**src/rtl/bba_zero_find.sv**
```systemverilog
// ============================================================================
// bba_zero_find
// Index of the lowest clear bit of a map word, by binary search over halves.
// ============================================================================
`default_nettype none

module bba_zero_find #(
    parameter int WORD_BITS = 32,
    parameter int KW        = 5
) (
    input  wire logic [WORD_BITS-1:0] i_word,
    output logic      [KW-1:0]        o_idx
);

    localparam int PADW = 1 << KW;

    always_comb begin
        logic [PADW-1:0] v;
        logic [PADW-1:0] m;
        logic [KW-1:0]   idx;
        v = '1;
        v[WORD_BITS-1:0] = i_word;
        idx = '0;
        for (int s = KW - 1; s >= 0; s--) begin
            m = ~({PADW{1'b1}} << (1 << s));
            if ((v & m) == m) begin
                v   = v >> (1 << s);
                idx = idx | (KW'(1) << s);
            end
        end
        o_idx = idx;
    end

endmodule

`default_nettype wire

```
**config.mk**
```make
export PLATFORM = sky130hd
export DESIGN_NAME = bba_zero_find
export DESIGN_NICKNAME = d
export VERILOG_FILES = /design/src/rtl/bba_zero_find.sv
export SDC_FILE = /design/constraint.sdc
export NUM_CORES = 1
export LEC_CHECK = 0
export BUFFER_PORTS_ARGS = -buffer_cell sky130_fd_sc_hd__buf_2
export CAP_MARGIN = 0
export CORE_AREA = 2 2 39 41
export DETAILED_ROUTE_END_ITERATION = 7
export DIE_AREA = 0 0 41 43
export GPL_ROUTABILITY_DRIVEN = 0
export SYNTH_ARGS = -nofsm -noshare
export SYNTH_HDL_FRONTEND = slang
export SYNTH_SLANG_ARGS = --single-unit
export TNS_END_PERCENT = 30
```
**constraint.sdc**
```tcl
create_clock -name vclk -period 3.1
set_input_delay 0.465 -clock vclk [all_inputs]
set_output_delay 0.465 -clock vclk [all_outputs]
set_load 0.01 [all_outputs]
```
==> results.cfg <==
[status]
status = finished, final reports clean

[floorplanning]
start_util_pct = 26.1
fp.coreArea_sq_um = 1380
die_h_um = 43
num_rows = 14
die_x_um = 41
io_pins = 37
die_area_sq_um = 1760

[placement]
placed_area_sq_um = 558
hpwl_um = 1080
place_inst = 95
pre_cts_ws_ns = 0.321
io_buffers = 36

[timing]
layout_setup_ws_ns = 0.319
fin_crit_sh_pct = 89.7
min_period_ns = 2.78
finalHoldViolations = 0
holdWs_ns = 1.32
finalSetupViolCount = 0
worstMarginPinSlew_ns = 0.622
rsz0062_at_grt = false
relSlewSlack_pct = 58.6
maxSlewViolCount = 0
setup_tns_ns = 0
max_clock_freq_mhz = 360

[logic_synthesis]
syn_inst = 43
muxShareOfSynthArea_pct = 0
synth-simple-area-share_pct = 36.7
yosysSeqAreaShare_pct = 0
synth_xor_area_share_pct = 0
synthDistinctLibCells = 24
syn_area_sq_um = 362
ys_warn_count = 0
synthAdderAreaFrac_pct = 0
synth_nets = 75
synth_top_area_share_pct = 8.30
synth_top_cell_by_area = and4_2
synth-compound-area-share_pct = 58.1
syn_avg_cell_area_sq_um = 8.41
synth_top_family_by_area = compound AO/OA/AOI/OAI gates
synthTopCellsByArea = and4_2 (8.3%), o221ai_2 (8.3%), nand4_1 (6.9%), nand4_2 (6.9%), o41a_2 (6.9%)

[power]
pwr-share-comb_pct = 100.0
power_density_nw_per_um2 = 93.0
p_clk_share_pct = 0
totalPowerFinal_mw = 0.0519
pwr-share-seq_pct = 0
peakVddDrop_mv = 0.0306
power_leakage_nw = 0.252
intPower_mw = 0.0262
swShare_pct = 49.5
power.switching_mw = 0.0257

[critical_path]
end_kind = output pin
worst_setup_path_start_kind = primary input
required_ns = 2.63
crit_fanout = 10
critPathArrivalTime_ns = 2.32
critical_path_class = in -> out

[worst_hold_path]
hp-class = in -> out
holdPathEnd = o_idx[0]
worstHoldStart = i_word[8]
min_path_cells = 4

[detailed_routing]
drt_first_pass_iters = 4
antenna_left = 0
avgRoutedWirePerCell_um = 12.9
dr.first_iter.drc_count = 8
postRouteWirelength_um = 1220
drc = 0
vias_per_cell = 5.81
via_count = 552

[layout]
drive_above_1_share_pct = 63.3
fin_cells = 95
regArea_sq_um = 0
multi_input_area_sq_um = 343
final_util_pct = 40.3
fill_cells = 159
final_area_sq_um = 558
final_nets = 113
diodes = 0
nClkBuffers = 0
syn_to_final_growth_pct = 54.3
nFlopsAndLatches = 0

[global_route]
grt-ovfl-total = 0
grt_max_degree = 11
grt_pass1_wl_um = 2000
grt_pass1_vias = 506
antenna_found_initial = 0
track_usage_pct = 15.1

[clock_network]
post_cts_buffers = 0
cts_hold_buffers = 0
cts.repair.resized = 0

[job]
maxCapViolCount = 0
-- cells by family after synthesis --
| group | Yosys count |
|---|---|
| AO/OA/AOI/OAI | 23 |
| AND/OR/NAND/NOR | 17 |
| buffers and inverters | 3 |
-- layer usage --
layer / up-vias / global-route usage [%] / wire [um]
met5: - / 0 / 0
met4: 0 / 0 / 0
met3: 0 / 0 / 88
met2: 25 / 24.7 / 599
met1: 247 / 22.8 / 533
li1: 280 / - / -
-- Yosys cell counts --
cell / instances
o21ai_1: 1
nand3_1: 3
o31a_1: 2
a221o_1: 1
o41a_2: 2
nor3_1: 1
o221ai_2: 2
a211oi_1: 1
buf_6: 1
inv_1: 2
nand4_2: 2
and4_2: 3
a221oi_2: 1
o221ai_1: 1
a221o_2: 1
or4_1: 1
a221oi_1: 2
o211ai_1: 1
a21o_2: 2
o41ai_1: 2
nand4_1: 4
o21ai_0: 4
and4_1: 2
nor3b_1: 1
-- worst max-delay path by stage --
stage	start	cells after the start	endpoint
CTS	i_word[2]	7	o_idx[0]
global placement	i_word[2]	7	o_idx[1]
finish	i_word[2]	7	o_idx[0]
floorplan	i_word[14]	5	o_idx[0]
detailed placement	i_word[2]	7	o_idx[0]
global route	i_word[2]	7	o_idx[0]
-- power by group through the flow --
stage | Combinational (mW) | Sequential (mW) | Clock [mW]
after floorplan | 0.0198 | 0 | 0
after CTS | 0.0518 | 0 | 0
after global routing | 0.0575 | 0 | 0
after detailed placement | 0.0517 | 0 | 0
final | 0.0519 | 0 | 0
after global placement | 0.0509 | 0 | 0
-- worst max-delay path: stages --
cell and delay (ns):
buf_2 0.10, nand4_2 0.19, or4_1 0.76, o221ai_2 0.27
a221oi_1 0.13, a221oi_2 0.24, buf_2 0.16
-- area by class of cell --
cell class | count | share of cell area [%]
multi-input combinational | 40 | 61.4
timing repair buffer | 37 | 33.6
inverter | 2 | 1.35
tap | 16 | 3.59
-- cell usage in the layout (no fill, tap or decap), drive strengths merged --
cell / instances
o221ai: 3
or4: 1
o41ai: 2
o41a: 2
buf: 37
nor3: 1
a221o: 2
a211oi: 1
inv: 2
o211ai: 1
o31a: 2
nand3: 3
and4: 5
nor3b: 1
nand4: 6
o21ai: 5
a21o: 2
a221oi: 3
(Power assumes the default switching activity.)
